--- src/sv/utf8e_pkg.sv ---
`default_nettype none

package utf8e_pkg;

    typedef enum logic [2:0] {
        ST_OK        = 3'd0,
        ST_BAD_LEAD  = 3'd1,
        ST_BAD_CONT  = 3'd2,
        ST_TRUNCATED = 3'd3,
        ST_SURROGATE = 3'd4,
        ST_TOO_LARGE = 3'd5
    } utf8e_status_t;

    localparam logic [7:0]  LEAD_ASCII_MAX = 8'h7F;
    localparam logic [7:0]  LEAD_CONT_MAX  = 8'hBF;
    localparam logic [7:0]  LEAD_TWO_MAX   = 8'hDF;
    localparam logic [7:0]  LEAD_THREE_MAX = 8'hEF;
    localparam logic [7:0]  LEAD_FOUR_MAX  = 8'hF7;
    localparam logic [1:0]  CONT_TAG       = 2'b10;

    localparam logic [20:0] CP_ASCII_MAX   = 21'h00007F;
    localparam logic [20:0] CP_BMP_MAX     = 21'h00FFFF;
    localparam logic [20:0] CP_SURR_FIRST  = 21'h00D800;
    localparam logic [20:0] CP_SURR_LAST   = 21'h00DFFF;
    localparam logic [20:0] CP_MAX         = 21'h10FFFF;
    localparam logic [20:0] CP_SUPP_BASE   = 21'h010000;
    localparam logic [15:0] SURR_HI_BASE   = 16'hD800;
    localparam logic [15:0] SURR_LO_BASE   = 16'hDC00;

    localparam logic [7:0]  CH_BACKSLASH   = 8'h5C;
    localparam logic [7:0]  CH_U           = 8'h75;

    // index of the final character of a job
    localparam logic [3:0]  LAST_ONE       = 4'd0;
    localparam logic [3:0]  LAST_ESC       = 4'd5;
    localparam logic [3:0]  LAST_PAIR      = 4'd11;
    localparam logic [3:0]  ESC_LEN        = 4'd6;

    typedef struct packed {
        logic [3:0]    last_idx;
        logic [15:0]   val0;
        logic [15:0]   val1;
        utf8e_status_t status;
        logic          eos;
    } utf8e_job_t;

    function automatic logic [7:0] hex_char(input logic [3:0] nib);
        logic [7:0] c;
        if (nib < 4'd10) begin
            c = 8'h30 + {4'd0, nib};
        end else begin
            c = 8'h57 + {4'd0, nib};
        end
        return c;
    endfunction

endpackage

`default_nettype wire

--- src/sv/utf8e_decode.sv ---
`default_nettype none

module utf8e_decode (
    input  wire                    aclk,
    input  wire                    aresetn,
    input  wire                    s_tvalid,
    input  wire  [7:0]             s_tdata,
    input  wire                    s_tlast,
    input  wire                    job_ready,
    output logic                   job_valid,
    output utf8e_pkg::utf8e_job_t  job
);
    import utf8e_pkg::*;

    logic [20:0]   acc_reg, acc_next;
    logic [1:0]    pend_reg, pend_next;
    logic [20:0]   cp;
    logic [20:0]   supp;
    logic          complete;
    utf8e_status_t status;
    logic          accept;

    assign accept = s_tvalid && job_ready;

    always_comb begin
        acc_next  = acc_reg;
        pend_next = pend_reg;
        cp        = acc_reg;
        complete  = 1'b0;
        status    = ST_OK;
        if (pend_reg == 2'd0) begin
            if (s_tdata <= LEAD_ASCII_MAX) begin
                cp       = {13'd0, s_tdata};
                complete = 1'b1;
            end else if (s_tdata <= LEAD_CONT_MAX) begin
                status = ST_BAD_LEAD;
            end else if (s_tdata <= LEAD_TWO_MAX) begin
                acc_next  = {16'd0, s_tdata[4:0]};
                pend_next = 2'd1;
            end else if (s_tdata <= LEAD_THREE_MAX) begin
                acc_next  = {17'd0, s_tdata[3:0]};
                pend_next = 2'd2;
            end else if (s_tdata <= LEAD_FOUR_MAX) begin
                acc_next  = {18'd0, s_tdata[2:0]};
                pend_next = 2'd3;
            end else begin
                status = ST_BAD_LEAD;
            end
        end else begin
            if (s_tdata[7:6] != CONT_TAG) begin
                status = ST_BAD_CONT;
            end else begin
                cp        = {acc_reg[14:0], s_tdata[5:0]};
                acc_next  = cp;
                pend_next = pend_reg - 2'd1;
                complete  = (pend_reg == 2'd1);
            end
        end

        if (complete) begin
            acc_next = '0;
            if (cp >= CP_SURR_FIRST && cp <= CP_SURR_LAST) begin
                status = ST_SURROGATE;
            end else if (cp > CP_MAX) begin
                status = ST_TOO_LARGE;
            end
        end else if (status == ST_OK && s_tlast && pend_next != 2'd0) begin
            status = ST_TRUNCATED;
        end

        if (status != ST_OK) begin
            acc_next  = '0;
            pend_next = 2'd0;
        end
    end

    assign supp = cp - CP_SUPP_BASE;

    always_comb begin
        job.status   = status;
        job.eos      = s_tlast;
        job.last_idx = LAST_ONE;
        job.val0     = '0;
        job.val1     = '0;
        if (status == ST_OK) begin
            if (cp <= CP_ASCII_MAX) begin
                job.val0 = cp[15:0];
            end else if (cp <= CP_BMP_MAX) begin
                job.last_idx = LAST_ESC;
                job.val0     = cp[15:0];
            end else begin
                job.last_idx = LAST_PAIR;
                job.val0     = SURR_HI_BASE + {6'd0, supp[19:10]};
                job.val1     = SURR_LO_BASE | {6'd0, supp[9:0]};
            end
        end
    end

    assign job_valid = s_tvalid && (complete || status != ST_OK);

    always_ff @(posedge aclk) begin
        if (!aresetn) begin
            acc_reg  <= '0;
            pend_reg <= 2'd0;
        end else if (accept) begin
            acc_reg  <= acc_next;
            pend_reg <= pend_next;
        end
    end

endmodule

`default_nettype wire

--- src/sv/utf8e_emit.sv ---
`default_nettype none

module utf8e_emit (
    input  wire                    aclk,
    input  wire                    aresetn,
    input  wire                    job_valid,
    input  utf8e_pkg::utf8e_job_t  job,
    output logic                   job_ready,
    output logic                   m_tvalid,
    input  wire                    m_tready,
    output logic [7:0]             m_tdata,
    output logic                   m_tlast,
    output logic [3:0]             m_tuser
);
    import utf8e_pkg::*;

    utf8e_job_t  job_reg;
    logic        job_valid_reg;
    logic [3:0]  idx_reg;
    logic        m_tvalid_reg;
    logic [7:0]  m_tdata_reg;
    logic        m_tlast_reg;
    logic [3:0]  m_tuser_reg;

    logic        out_free;
    logic        load;
    logic        job_last;
    logic        job_done;
    logic        half;
    logic [3:0]  pos;
    logic [15:0] val;
    logic [7:0]  char_next;

    assign out_free  = !m_tvalid_reg || m_tready;
    assign load      = job_valid_reg && out_free;
    assign job_last  = (idx_reg == job_reg.last_idx);
    assign job_done  = load && job_last;
    assign job_ready = !job_valid_reg || job_done;

    // second escape of a pair starts at index six
    assign half = (idx_reg >= ESC_LEN);
    assign pos  = half ? (idx_reg - ESC_LEN) : idx_reg;
    assign val  = half ? job_reg.val1 : job_reg.val0;

    always_comb begin
        case (pos[2:0])
            3'd0:    char_next = CH_BACKSLASH;
            3'd1:    char_next = CH_U;
            3'd2:    char_next = hex_char(val[15:12]);
            3'd3:    char_next = hex_char(val[11:8]);
            3'd4:    char_next = hex_char(val[7:4]);
            3'd5:    char_next = hex_char(val[3:0]);
            default: char_next = 8'd0;
        endcase
        if (job_reg.status != ST_OK) begin
            char_next = 8'd0;
        end else if (job_reg.last_idx == LAST_ONE) begin
            char_next = job_reg.val0[7:0];
        end
    end

    always_ff @(posedge aclk) begin
        if (!aresetn) begin
            job_valid_reg <= 1'b0;
            idx_reg       <= 4'd0;
            m_tvalid_reg  <= 1'b0;
        end else begin
            if (job_ready && job_valid) begin
                job_valid_reg <= 1'b1;
                idx_reg       <= 4'd0;
            end else if (job_done) begin
                job_valid_reg <= 1'b0;
            end else if (load) begin
                idx_reg <= idx_reg + 4'd1;
            end
            if (load) begin
                m_tvalid_reg <= 1'b1;
            end else if (m_tready) begin
                m_tvalid_reg <= 1'b0;
            end
        end
    end

    always_ff @(posedge aclk) begin
        if (job_ready && job_valid) begin
            job_reg <= job;
        end
        if (load) begin
            m_tdata_reg <= char_next;
            m_tlast_reg <= job_last;
            m_tuser_reg <= {job_reg.status, job_last && job_reg.eos};
        end
    end

    assign m_tvalid = m_tvalid_reg;
    assign m_tdata  = m_tdata_reg;
    assign m_tlast  = m_tlast_reg;
    assign m_tuser  = m_tuser_reg;

endmodule

`default_nettype wire

--- src/sv/utf8_to_utf16_escape.sv ---
// utf8_to_utf16_escape: utf-8 bytes in, json-style ascii escape characters out
//
// input channel (s_): one utf-8 byte per word, s_tlast marks the last byte of
// a string. output channel (m_): one ascii character per word; m_tlast marks
// the last character caused by an input byte, m_tuser carries the string-done
// flag and a 3-bit status (0 ok, nonzero error; error words carry char 0).
// a byte gives 0 words while a sequence is open, 1 for ascii or an error,
// 6 for a \uXXXX escape and 12 for a surrogate pair.
//
// the first character of a byte passes the job register and then the
// character register before it is on m_tdata. throughput: one byte per
// cycle while each byte gives at most one word and the receiver does not
// stall; a byte giving more words holds the input while the single character
// register drains its pending escape one word per cycle when not stalled.
// when the receiver stalls, the current word holds, the pending job holds and
// s_tready stays low until the job can drain.
// reset (aresetn low, synchronous) empties both registers and returns the
// decoder to idle with a zero code point.
`default_nettype none

module utf8_to_utf16_escape (
    input  wire        aclk,
    input  wire        aresetn,
    input  wire        s_tvalid,
    output logic       s_tready,
    input  wire  [7:0] s_tdata,   // data_byte
    input  wire        s_tlast,
    output logic       m_tvalid,
    input  wire        m_tready,
    output logic [7:0] m_tdata,   // out_char
    output logic       m_tlast,
    output logic [3:0] m_tuser    // status[2:0], string_done
);
    import utf8e_pkg::*;

    utf8e_job_t job;
    logic       job_valid;
    logic       job_ready;

    assign s_tready = job_ready;

    utf8e_decode u_decode (
        .aclk      (aclk),
        .aresetn   (aresetn),
        .s_tvalid  (s_tvalid),
        .s_tdata   (s_tdata),
        .s_tlast   (s_tlast),
        .job_ready (job_ready),
        .job_valid (job_valid),
        .job       (job)
    );

    utf8e_emit u_emit (
        .aclk      (aclk),
        .aresetn   (aresetn),
        .job_valid (job_valid),
        .job       (job),
        .job_ready (job_ready),
        .m_tvalid  (m_tvalid),
        .m_tready  (m_tready),
        .m_tdata   (m_tdata),
        .m_tlast   (m_tlast),
        .m_tuser   (m_tuser)
    );

endmodule

`default_nettype wire

--- config.mk ---
export PLATFORM = sky130hd
export DESIGN_NAME = utf8_to_utf16_escape
export DESIGN_NICKNAME = d
export VERILOG_FILES = /design/src/sv/utf8e_pkg.sv /design/src/sv/utf8e_decode.sv /design/src/sv/utf8e_emit.sv /design/src/sv/utf8_to_utf16_escape.sv
export SDC_FILE = /design/constraint.sdc
export NUM_CORES = 1
export LEC_CHECK = 0
export BUFFER_PORTS_ARGS = -buffer_cell sky130_fd_sc_hd__buf_4
export CAP_MARGIN = 5
export CORE_MARGIN = 2
export CORE_UTILIZATION = 55
export DETAILED_ROUTE_END_ITERATION = 10
export PLACE_DENSITY = 0.73
export RECOVER_POWER = 25
export SYNTH_ARGS = -nofsm -noshare
export SYNTH_HDL_FRONTEND = slang
export SYNTH_SLANG_ARGS = --single-unit
--- constraint.sdc ---
create_clock -name aclk -period 8 [get_ports aclk]
set_input_delay 0.4 -clock aclk [delete_from_list [all_inputs] [get_ports aclk]]
set_output_delay 0.4 -clock aclk [all_outputs]
set_load 0.02 [all_outputs]
=== After elaboration in Yosys (flattened, before gate mapping) ===
Index checks and enable logic that the tools add are counted.

* $lt $le $gt $ge: 15
* Reductions and logical operators: 29
* Div/mod/pow operators: 0
* Eq/ne operators: 11
* Muxes and demuxes: 48
* Shift operators: 0
* Add/subtract/negate cells: 13
* $mul: 0
* Bitwise gates (word level): 3

{| class="wikitable"
|+ Operators by type and width
! cell !! count
|-
| $mux W21 || 11
|-
| $mux W16 || 3
|-
| $pmux W8 S6 || 1
|-
| $le A21 B16 Y1 const B || 2
|-
| $mux W8 || 5
|-
| $add A7 B4 Y8 const A || 4
|-
| $le A8 B8 Y1 const B || 4
|-
| $mux W3 || 10
|-
| $add A6 B4 Y7 const A || 4
|-
| $ge A21 B16 Y1 const B || 1
|-
| $gt A21 B21 Y1 const B || 1
|-
| $le A21 B7 Y1 const B || 1
|-
| $mux W20 || 1
|-
| $sub A20 B17 Y20 const B || 1
|-
| $mux W2 || 9
|-
| $add A15 B11 Y16 const A || 1
|-
| $lt A4 B4 Y1 const B || 4
|-
| $logic_and A1 B1 Y1 || 9
|-
| $logic_not A3 Y1 || 3
|-
| $le A8 B7 Y1 const B || 1
|-
| $mux W1 || 8
|-
| $ne A4 B3 Y1 const B || 2
|-
| $eq A3 B2 Y1 const B || 2
|-
| $eq A3 B3 Y1 const B || 2
|-
| 20 further kinds || 29
|}

* Memories kept: 0
* Logic and storage cells: 133
* Output and inout bits: 15
* Bits in registers: 82
* ROM bits: 0
* RAM bits: 0
* Bits in latches: 0
* Input port bits: 13

=== Logic depth before layout (Yosys ltp) ===
Gate-level depths: netlist of the first run.

* Depth after elaboration: 17
* Mapped depth: 15
* Gate-level depth less buffers: 13

=== By module ===
From an unflattened synthesis of the first run, not the netlist that was laid out.

* Cells, all modules: 577
* Area, all modules: 5567.8 µm²

{| class="wikitable"
|+ Modules (own cells, without submodules)
! module !! times used !! cells each !! sequential area each (µm²) !! area each (µm²)
|-
| utf8e_emit || 1 || 266 || 1711.6 || 3151.8
|-
| utf8e_decode || 1 || 311 || 460.4 || 2416.1
|}

=== Least setup slack after synthesis of the first run ===
OpenSTA, ideal clock, no wires.

* Kind: register to register
* Start point: reg u_decode.pend_reg[0]
* End point: reg u_emit.job_reg[0] (netlist bit) (enable)
* Arrival: 3363 ps
* Period minus slack after synthesis: 3786 ps
* Buffers on the path: 1
* Slack: 4214 ps
* Library setup time: 423 ps
* Stages on the path, launching flop included: 10
* Required time: 7577 ps
* Cell sequence: dfxtp_1 -> inv_1 -> ha_1 -> or3b_2 -> clkbuf_1 -> o21a_1 -> a22oi_1 -> o21ai_0 -> nor2b_1 -> nor2_1

* Cells in the longest elaborated chain, start to end: 14
* Elaborated cells between the ends (all ways): 30
* Those cells by class: add/sub: 1; order compare: 3; eq/ne: 1; mux: 15; reduce/logical: 10

{| class="wikitable"
|+ Ends and longest elaborated chain
! what !! RTL line !! source
|-
| start, declared || utf8e_decode.sv:16 || <nowiki>logic [1:0] pend_reg, pend_next;</nowiki>
|-
| start signal, assigned || utf8e_decode.sv:107 || <nowiki>pend_reg <= pend_next;</nowiki>
|-
| parallel branches: the longest is 11 deep, another holds $gt A21 B21 Y1 || n/a ||
|-
| $logic_or A1 B1 Y1 (*) || utf8e_decode.sv:99 || <nowiki>assign job_valid = s_tvalid && (complete || status != ST_OK);</nowiki>
|-
| $logic_and A1 B1 Y1 (*) || utf8e_decode.sv:99 ||
|-
| $logic_and A1 B1 Y1 (*) || utf8e_emit.sv:85 || <nowiki>if (job_ready && job_valid) begin</nowiki>
|-
| end signal, assigned || utf8e_emit.sv:86 || <nowiki>job_reg <= job;</nowiki>
|-
| end, declared || utf8e_emit.sv:17 || <nowiki>utf8e_job_t job_reg;</nowiki>
|}

Every way passes the cells marked *.
A chain may end at the register's enable or synchronous reset.

=== Worst setup path in the final report of the first run ===
* Start point: reg u_decode.pend_reg[0]
* End point: reg u_emit.job_reg[5] (netlist bit) (data pin)

* Cells in the longest elaborated chain, start to end: 13
* Elaborated cells between the ends (all ways): 32
* Those cells by class: add/sub: 2; order compare: 5; eq/ne: 1; mux: 15; bitwise: 1; reduce/logical: 8

{| class="wikitable"
|+ Ends and longest elaborated chain
! what
|-
| parallel branches: the longest is 13 deep, another holds $gt A21 B21 Y1
|}

Parallel ways; which one is timed is not known.

==> results of run 1 <==
[area by class of cell]
type	instances	area, um^2	share of cell area [%]
tap	111	139	2.53
multi-input combinational	419	2910	53.0
timing repair buffer	36	221	4.04
inverter	15	56.3	1.03
clock inverter	5	40.0	0.730
clock buffer	11	163	2.96
sequential	75	1960	35.8
[final timing paths]
path / cells after the start / startpoint / slack, ns / endpoint
worst max register to register: 13 / u_decode.pend_reg[0] / 3.45 / u_emit.job_reg[5]
worst max-delay path: 13 / u_decode.pend_reg[0] / 3.45 / u_emit.job_reg[5]
worst min-delay path: 3 / m_tready / 0.36 / u_emit.m_tvalid
worst min register to register: 0 / u_emit.job_reg[2] / 0.47 / u_emit.m_tuser[2]
[worst register-to-register path: stages, from the launching register on]
cell	delay, ns
dfxtp_1	0.38
inv_1	0.08
ha_1	0.20
buf_4	0.26
o21a_2	0.38
a211oi_2	0.54
ha_1	0.25
o31a_1	0.15
nand2_1	0.07
nand4b_1	0.21
o31ai_1	0.41
nand4_1	0.58
buf_4	0.43
nor4b_1	0.38
[report_power, final]
| group | switching [mW] | internal, mW | total [mW] |
|---|---|---|---|
| clock network | 0.154 | 0.143 | 0.297 |
| logic | 0.107 | 0.0536 | 0.160 |
| registers | 0.0178 | 0.438 | 0.456 |
[kinds of logic (layout without fill, tap and decap cells)]
group | Yosys count | count (layout) | synth area share, %
AND/OR/NAND/NOR | 202 | 202 | 23.9
flip-flops | 75 | 75 | 38.6
XOR/XNOR | 14 | 14 | 2.41
multiplexers | 16 | 16 | 3.22
buffers and inverters | 52 | 67 | 4.45
adder cells (fa/ha/maj) | 11 | 11 | 2.71
AO/OA/AOI/OAI | 176 | 176 | 24.7
[synth_stat cells (4+ instances only)]
cell	instances	area (um^2)
edfxtp_1	46	1380
o21ai_0	34	170
nor2b_1	30	188
dfxtp_1	29	581
nand2_1	28	105
nor2_1	28	105
a211oi_1	25	188
a22oi_1	24	180
clkbuf_1	20	75.1
a21oi_1	17	85.1
nor3b_1	17	128
inv_1	15	56.3
mux2i_1	13	130
nor4_1	13	81.3
buf_2	12	60.1
ha_1	11	138
nand3_1	11	55.1
nor3_1	11	55.1
nor4bb_1	11	110
and2_1	8	50.1
nand4_1	8	50.1
xor2_1	8	70.1
o211ai_1	7	52.6
a31oi_1	6	37.5
nand2b_1	6	37.5
o21a_1	6	45.0
o21bai_1	6	45.0
or3_1	6	37.5
xnor2_1	6	52.6
a211o_1	5	43.8
nor4b_1	5	43.8
a21boi_0	4	30.0
[stage by stage]
step                      std cells  hold WS (ns)  worst slack [ns]  cell area, um^2
after floorplan                 546         0.441              4.21             5080
after global placement          655         0.454              3.76             5330
after detailed placement        655         0.456              3.60             5330
after CTS                       671         0.256              3.56             5530
after global routing            672         0.366              3.16             5490
final                           672         0.361              3.45             5490
[per-layer routing]
layer	global-route usage [%]	wire, um	up-vias
met1	34.3	5610	2139
met5	0	0	-
li1	-	-	2141
met3	4.94	825	40
met2	46.1	6540	190
met4	11.6	475	0
==> impl_metrics.tcl, run 1 <==
set metrics [dict create \
    ys_warn_count 0 \
    hold_class "in2reg" \
    crit_slowest_cell "nand4_1" \
    clockRootBuffer "clkbuf_8" \
    diodes 0 \
    finalSetupTns_ns 0 \
    htreeDepth 3 \
    final_util_pct 60.2 \
    cts-hold-fix-buffers 0 \
    synthArstFlopShare_pct 0 \
    crit_fanout 48 \
    timing.final.crit_share_pct 56.8 \
    cts_made_buffers 9 \
    fin_nets 580 \
    slew_headroom_pct 26.8 \
    die_y_um 100 \
    seq_area_frac_synth_pct 38.6 \
    cp_cell_sequence "inv_1, ha_1, buf_4, o21a_2, a211oi_2, ha_1, o31a_1, nand2_1, nand4b_1, o31ai_1, nand4_1, buf_4, nor4b_1" \
    initialDrtViolationCount 325 \
    layout-drive-gt1-share_pct 9.98 \
    fillers 819 \
    min_period_ns 4.55 \
    vias_per_cell 6.71 \
    ant_nets 0 \
    die_area_um2 10000 \
    synth_top_flop_cell "edfxtp_1" \
    cp.required_ns 8.14 \
    postCtsResizedCells 0 \
    status "finished, final reports clean" \
    cp.arrival_ns 4.68 \
    ios 28 \
    port_buffers 27 \
    slowest_delay_ns 0.58 \
    largest_reg_flops 33 \
    tightestPinTransition_ns 1.09 \
    syn2layout_area_growth_pct 7.93 \
    syn_avg_cell_area_um2 9.31 \
    critPathLaunchType "flip-flop" \
    clock-sinks 75 \
    final_cell_mix "edfxtp_1, o21ai_0, nor2b_1" \
    clockBufferDepth 2 \
    core_um2 9110 \
    endpoint_kind "flip-flop" \
    die_x_um 100 \
    power_density_nw_per_um2 167 \
    grt_usage_pct 27.3 \
    gp_congestion 0.948 \
    synth_fp_nets 570 \
    maxSlewViolCount 0 \
    clk_pin_slew_ns 0.08 \
    irDropWorstVdd_mv 0.0810 \
    start_util_pct 55.8 \
    cp_top_family "compound AO/OA/AOI/OAI gates" \
    dr.pass1.iters 6 \
    cp_num_buf_inv 3 \
    synthDistinctLibCells 72 \
    grt_max_degree 49 \
    first_global_vias 4112 \
    max_freq_ghz 0.220 \
    drv_cap 0 \
    wl_per_cell_um 20.0 \
    final_hold_viol_count 0 \
    rsz0062_at_grt "false" \
    syn_area_um2 5080 \
    clkLatencyLatePin_ns 0.36 \
    num_vias 4510 \
    grt_pass1_wl_um 21400 \
    setup_viol 0 \
    synth_seq_cells 75 \
    path_class "reg2reg" \
    mostFrequentLayoutCell "edfxtp_1" \
    num_rows 35 \
    cts_setup_buffers 0 \
    grt.overflow.total 0 \
    p_total_mw 0.914 \
    synthCells 546 \
    synth_edf_count 46 \
    grt_antenna_before_repair 0 \
    drc 0 \
    hpwl_um 9820 \
    p_leak_nw 1.91 \
    cts_tree "yes" \
    routed_wl_um 13500 \
    fin_skew_ns 0.0126 \
]
Power figures use the tool's default switching activity.
==> run 2, diff against run 1 <==
==> constraint.sdc (replaced) <==
create_clock -name aclk -period 4.75 [get_ports aclk]
set_input_delay 0.2375 -clock aclk [delete_from_list [all_inputs] [get_ports aclk]]
set_output_delay 0.2375 -clock aclk [all_outputs]
set_load 0.02 [all_outputs]
==> run 2 against run 1 <==
Compared with the run above:
- largest power group unchanged
- cell area grew 0.46%
- register-to-register slack lost 2.8 ns
- clock skew grew 0.00067 ns
- core utilization grew 0.27 points
- critical endpoint is now u_emit.job_reg[23]
- largest cell class unchanged
- sequential cell count is the same
==> impl_metrics.tcl, run 2 (synthesized netlist as in run 1, its figures left out) <==
set metrics [dict create \
    clockRootBuffer "clkbuf_8" \
    p_total_mw 1.54 \
    p_leak_nw 1.93 \
    diodes 0 \
    fin_nets 584 \
    cts_setup_buffers 0 \
    final_cell_mix "edfxtp_1, o21ai_0, nor2b_1" \
    num_rows 35 \
    path_class "reg2reg" \
    die_y_um 100 \
    dr.pass1.iters 5 \
    r2r_cells 13 \
    cts_tree "yes" \
    r2r_start "u_decode.pend_reg[0]" \
    seqCellArea_um2 1960 \
    regToRegSetupSlack_ns 0.66 \
    cts_made_buffers 9 \
    ant_nets 0 \
    layout-drive-gt1-share_pct 10.4 \
    dp.cells 660 \
    slew_headroom_pct 23.6 \
    crit_fanout 21 \
    drc 0 \
    worstHoldPathCells 3 \
    ios 28 \
    gp_congestion 0.997 \
    stdcell_count 676 \
    htreeDepth 3 \
    drv_cap 0 \
    mostFrequentLayoutCell "edfxtp_1" \
    final_hold_viol_count 0 \
    status "finished, final reports clean" \
    fillers 795 \
    cp_cell_sequence "inv_1, ha_1, buf_4, o21a_2, a211oi_1, ha_1, o31a_1, nand2_1, nand4b_1, o31ai_1, nand4_1, buf_4, a2111oi_0" \
    wl_per_cell_um 19.6 \
    power_density_nw_per_um2 280 \
    grt_max_degree 46 \
    finalSetupTns_ns 0 \
    min_from "m_tready" \
    die_area_um2 10000 \
    critPathLaunchType "flip-flop" \
    irDropWorstVdd_mv 0.146 \
    vias_per_cell 6.63 \
    multi_input_area_um2 2910 \
    start_util_pct 55.8 \
    die_x_um 100 \
    fin_skew_ns 0.0132 \
    cp_top_family "compound AO/OA/AOI/OAI gates" \
    setup_viol 0 \
    max_freq_ghz 0.245 \
    min_period_ns 4.09 \
    hpwl_um 9770 \
    grt_antenna_before_repair 0 \
    syn2layout_area_growth_pct 8.42 \
    grt.overflow.total 0 \
    crit_slowest_cell "a211oi_1" \
    holdPathEnd "u_emit.m_tvalid" \
    initialDrtViolationCount 274 \
    first_global_vias 4093 \
    tightestPinTransition_ns 1.14 \
    r2r_end "u_emit.job_reg[23]" \
    port_buffers 27 \
    endpoint_kind "flip-flop" \
    postCtsResizedCells 0 \
    routed_wl_um 13300 \
    rsz0062_at_grt "false" \
    core_um2 9110 \
    clock-sinks 75 \
    timing.final.crit_share_pct 86.1 \
    num_vias 4481 \
    clkLatencyLatePin_ns 0.35 \
    cts-hold-fix-buffers 0 \
    slowest_delay_ns 0.69 \
    cp_num_buf_inv 3 \
    cp.arrival_ns 4.20 \
    grt_pass1_wl_um 21200 \
    cp.required_ns 4.86 \
    maxSlewViolCount 0 \
    clockBufferDepth 2 \
    grt_usage_pct 27.0 \
    clk_pin_slew_ns 0.08 \
    hold_class "in2reg" \
    largest_reg_flops 33 \
]
-- run 2: cell count changes in the layout (fill, tap and decap cells not counted), sizes merged --
| cell | before | now |
|---|---|---|
| buf | 21 | 25 |
| clkbuf | 26 | 27 |
| inv | 18 | 17 |
-- run 2: layout make-up --
cell class / instances / area share [%]
multi-input combinational: 419 / 52.7
sequential: 75 / 35.6
timing repair buffer: 40 / 4.43
clock buffer: 12 / 3.22
tap: 111 / 2.52
inverter: 15 / 1.02
clock inverter: 4 / 0.499
-- run 2: worst max path at each step --
stage	end	start	slack [ns]	cells after the start
floorplan	u_emit.job_reg[0]	u_decode.pend_reg[0]	0.96	9
global placement	u_emit.job_reg[23]	u_decode.pend_reg[0]	1.00	13
CTS	u_emit.job_reg[23]	u_decode.pend_reg[0]	0.74	13
global route	u_emit.job_reg[23]	u_decode.pend_reg[0]	0.32	14
detailed placement	u_emit.job_reg[23]	u_decode.pend_reg[1]	0.82	14
finish	u_emit.job_reg[23]	u_decode.pend_reg[0]	0.66	13
-- run 2: power by group --
group	total (mW)	switching (mW)	leakage (nW)	internal (mW)
sequential	0.763	0.0250	0.686	0.738
clock	0.500	0.245	0.104	0.255
combinational	0.278	0.184	1.14	0.0938
total	1.54	0.454	1.93	1.09
-- run 2: metal layers --
| metal | up-vias | share of wire (%) | wire (um) | track usage [%] |
|---|---|---|---|---|
| li1 | 2150 | - | - | - |
| met2 | 172 | 49 | 6490 | 46.3 |
| met1 | 2120 | 42 | 5570 | 33.3 |
| met4 | 0 | 3.6 | 473 | 10.9 |
| met5 | - | 0 | 0 | 0 |
| met3 | 39 | 5.5 | 723 | 5.50 |
-- run 2: worst min-delay path, stage by stage --
cell and delay, ns:
buf_4 0.07, nand2b_1 0.12, a21boi_0 0.08
-- run 2: per-stage QoR --
stage          setup slack (ns)  cell area, um^2  hold WS [ns]  util [%]
6_report                  0.660             5510         0.201      60.5
5_1_grt                   0.324             5510         0.206      60.5
4_1_cts                   0.739             5570        0.0937      61.1
3_5_place_dp              0.818             5360         0.459      58.9
3_3_place_gp               1.00             5360         0.448      58.9
2_1_floorplan             0.964             5080         0.336         -
==> run 3, diff against run 2 <==
--- a/config.mk
+++ b/config.mk
@@ -14,4 +14,5 @@
 export RECOVER_POWER = 25
 export SYNTH_ARGS = -nofsm -noshare
 export SYNTH_HDL_FRONTEND = slang
+export SYNTH_HIERARCHICAL = 1
 export SYNTH_SLANG_ARGS = --single-unit
==> run 3 against run 2 <==
Compared with the run above:
- clock-buffer cell count fell by 1
- highest routed layer unchanged
- sequential cell count rose by 7
- first-iteration DRC count rose by 35%
- die area rose by 9.1%
==> impl_metrics.tcl, run 3 <==
set metrics [dict create \
    status "finished, final reports clean" \
    mostFrequentLayoutCell "edfxtp_1" \
    holdWs_ns 0.121 \
    gp_congestion 0.941 \
    synth_top_area_cell "edfxtp_1" \
    timing.final.crit_share_pct 84.4 \
    synthCells 577 \
    setup_viol 0 \
    worstHoldPathCells 2 \
    tightestPinTransition_ns 0.936 \
    layout-drive-gt1-share_pct 14.0 \
    max_freq_ghz 0.249 \
    hpwl_um 9930 \
    synthArstFlopShare_pct 0 \
    wl_per_cell_um 18.9 \
    r2r_cells 11 \
    syn_avg_cell_area_um2 9.65 \
    routed_wl_um 13600 \
    final_hold_viol_count 0 \
    synth_fp_nets 601 \
    cts_made_buffers 9 \
    min_from "s_tdata[0]" \
    vias_per_cell 6.43 \
    first_global_vias 4197 \
    largest_reg_flops 40 \
    fin_nets 606 \
    rsz0062_at_grt "false" \
    die_area_um2 10900 \
    diodes 0 \
    dr.pass1.iters 5 \
    cp.arrival_ns 4.14 \
    port_buffers 27 \
    cts_tree "yes" \
    crit_fanout 41 \
    htreeDepth 3 \
    irDropWorstVdd_mv 0.140 \
    cp.required_ns 4.88 \
    initialDrtViolationCount 371 \
    clockRootBuffer "clkbuf_8" \
    min_period_ns 4.01 \
    finalSetupTns_ns 0 \
    synth_common_cells "edfxtp_1, nand2_1, a21oi_1" \
    final_util_pct 59.7 \
    die_y_um 105 \
    syn_area_um2 5570 \
    clockBufferDepth 2 \
    grt_pass1_wl_um 22100 \
    cts-hold-fix-buffers 0 \
    synth.most_common_cell "edfxtp_1" \
    final_cell_mix "edfxtp_1, nand2_1, a21oi_1" \
    synth_seq_cells 82 \
    synth_edf_count 53 \
    p_total_mw 1.59 \
    maxSlewViolCount 0 \
    ant_nets 0 \
    path_class "reg2reg" \
    hold_class "in2reg" \
    num_rows 36 \
    synth_top_flop_cell "edfxtp_1" \
    p_leak_nw 2.02 \
    ys_warn_count 6 \
    grt_max_degree 43 \
    slowest_delay_ns 0.61 \
    cp_num_buf_inv 2 \
    core_um2 9820 \
    cp_top_family "simple AND/OR/NAND/NOR gates" \
    clkLatencyLatePin_ns 0.35 \
    r2r_start "u_decode/pend_reg[0]" \
    critPathLaunchType "flip-flop" \
    slew_headroom_pct 37.0 \
    path_depth 11 \
    fin_skew_ns 0.00844 \
    drv_cap 0 \
    cp-startpoint "u_decode/pend_reg[0]" \
    start_util_pct 56.7 \
    ios 28 \
    num_vias 4629 \
    synth_area_leaders "edfxtp_1, dfxtp_1, a21oi_1, nand2_1, nor2b_1" \
    die_x_um 105 \
    endpoint_kind "flip-flop" \
    postCtsResizedCells 0 \
    clock-sinks 82 \
    cts_setup_buffers 0 \
    grt_antenna_before_repair 0 \
    cp_cell_sequence "inv_1, ha_1, buf_4, nor4bb_1, a211oi_1, or4_1, or2_1, o211a_1, nor2_2, nand2_2, nor2_1" \
    grt_usage_pct 25.3 \
    syn2layout_area_growth_pct 5.26 \
    clk_pin_slew_ns 0.08 \
    synth_top_area_share_pct 28.6 \
    grt.overflow.total 0 \
    synthDistinctLibCells 92 \
    power_density_nw_per_um2 272 \
    crit_slowest_cell "or4_1" \
    seq_area_frac_synth_pct 39.0 \
    drc 0 \
]
==> run 3: cell count changes after synthesis, sizes merged, moves of 6 or more <==
| cell | delta |
|---|---|
| a21oi | +23 |
| buf | +23 |
| nand2 | +15 |
| o21ai | -15 |
| clkbuf | -13 |
| o211ai | +13 |
| nand2b | +11 |
| a211oi | -10 |
| nor4 | -8 |
| a22oi | -7 |
| edfxtp | +7 |
| mux2i | -6 |
| nor2b | -6 |
==> run 3: area by class of cell <==
| class | count | area (um^2) |
|---|---|---|
| Inverter | 13 | 48.8 |
| Sequential cell | 82 | 2170 |
| Multi-Input combinational cell | 435 | 3060 |
| Timing Repair Buffer | 41 | 244 |
| Fill cell | 893 | 3960 |
| Clock inverter | 5 | 30.0 |
| Clock buffer | 11 | 141 |
| Tap cell | 133 | 166 |
==> run 3: per-stage QoR <==
stage                     instances  instance area (um^2)  setup WS [ns]
after global placement          704                  5760          0.961
after floorplan                 577                  5570          0.612
after detailed placement        704                  5760          0.828
after CTS                       720                  5930          0.794
final                           720                  5860          0.741
after global routing            720                  5860          0.429
==> run 3: path summary, 6_finish.rpt <==
| path | endpoint | slack (ns) |
|---|---|---|
| max reg2reg | u_emit/job_reg[39] | 0.74 |
| max | u_emit/job_reg[39] | 0.74 |
| min | u_decode/acc_reg[0] | 0.12 |
| min reg2reg | u_emit/m_tvalid | 0.48 |
==> run 3: logic make-up (layout without fill, tap and decap cells) <==
| kind of cell | after synthesis | count (layout) | share of synthesized area, % |
|---|---|---|---|
| AOI/OAI and AO/OA | 177 | 177 | 23.9 |
| xor gates and xnor gates | 12 | 12 | 1.89 |
| adders and majority gates | 11 | 11 | 2.47 |
| buffers and inverters | 60 | 70 | 6.09 |
| DFF | 82 | 82 | 39.0 |
| muxes | 12 | 12 | 2.34 |
| other | 1 | 1 | 0.0674 |
| and+or+nand+nor | 222 | 222 | 24.2 |
==> run 3: layer usage <==
layer,up-vias,track usage (%),part of all wire [%],wire [um]
li1,2200,-,-,-
met1,2220,36.9,46,6220
met2,190,40.1,46,6280
met3,19,3.24,6.7,918
met4,0,6.19,1.6,215
met5,-,0,0,0
==> run 3: power by group <==
| group | internal, mW | switching (mW) |
|---|---|---|
| logic | 0.105 | 0.212 |
| registers | 0.813 | 0.0241 |
| clock network | 0.203 | 0.237 |
| total | 1.12 | 0.473 |
==> run 3: worst reg2reg max path: stages (launching register included) <==
cell and delay, ns:
dfxtp_1 0.41, inv_1 0.06, ha_1 0.22, buf_4 0.26, nor4bb_1 0.32, a211oi_1 0.17, or4_1 0.62, or2_1 0.26
o211a_1 0.24, nor2_2 0.47, nand2_2 0.37, nor2_1 0.39
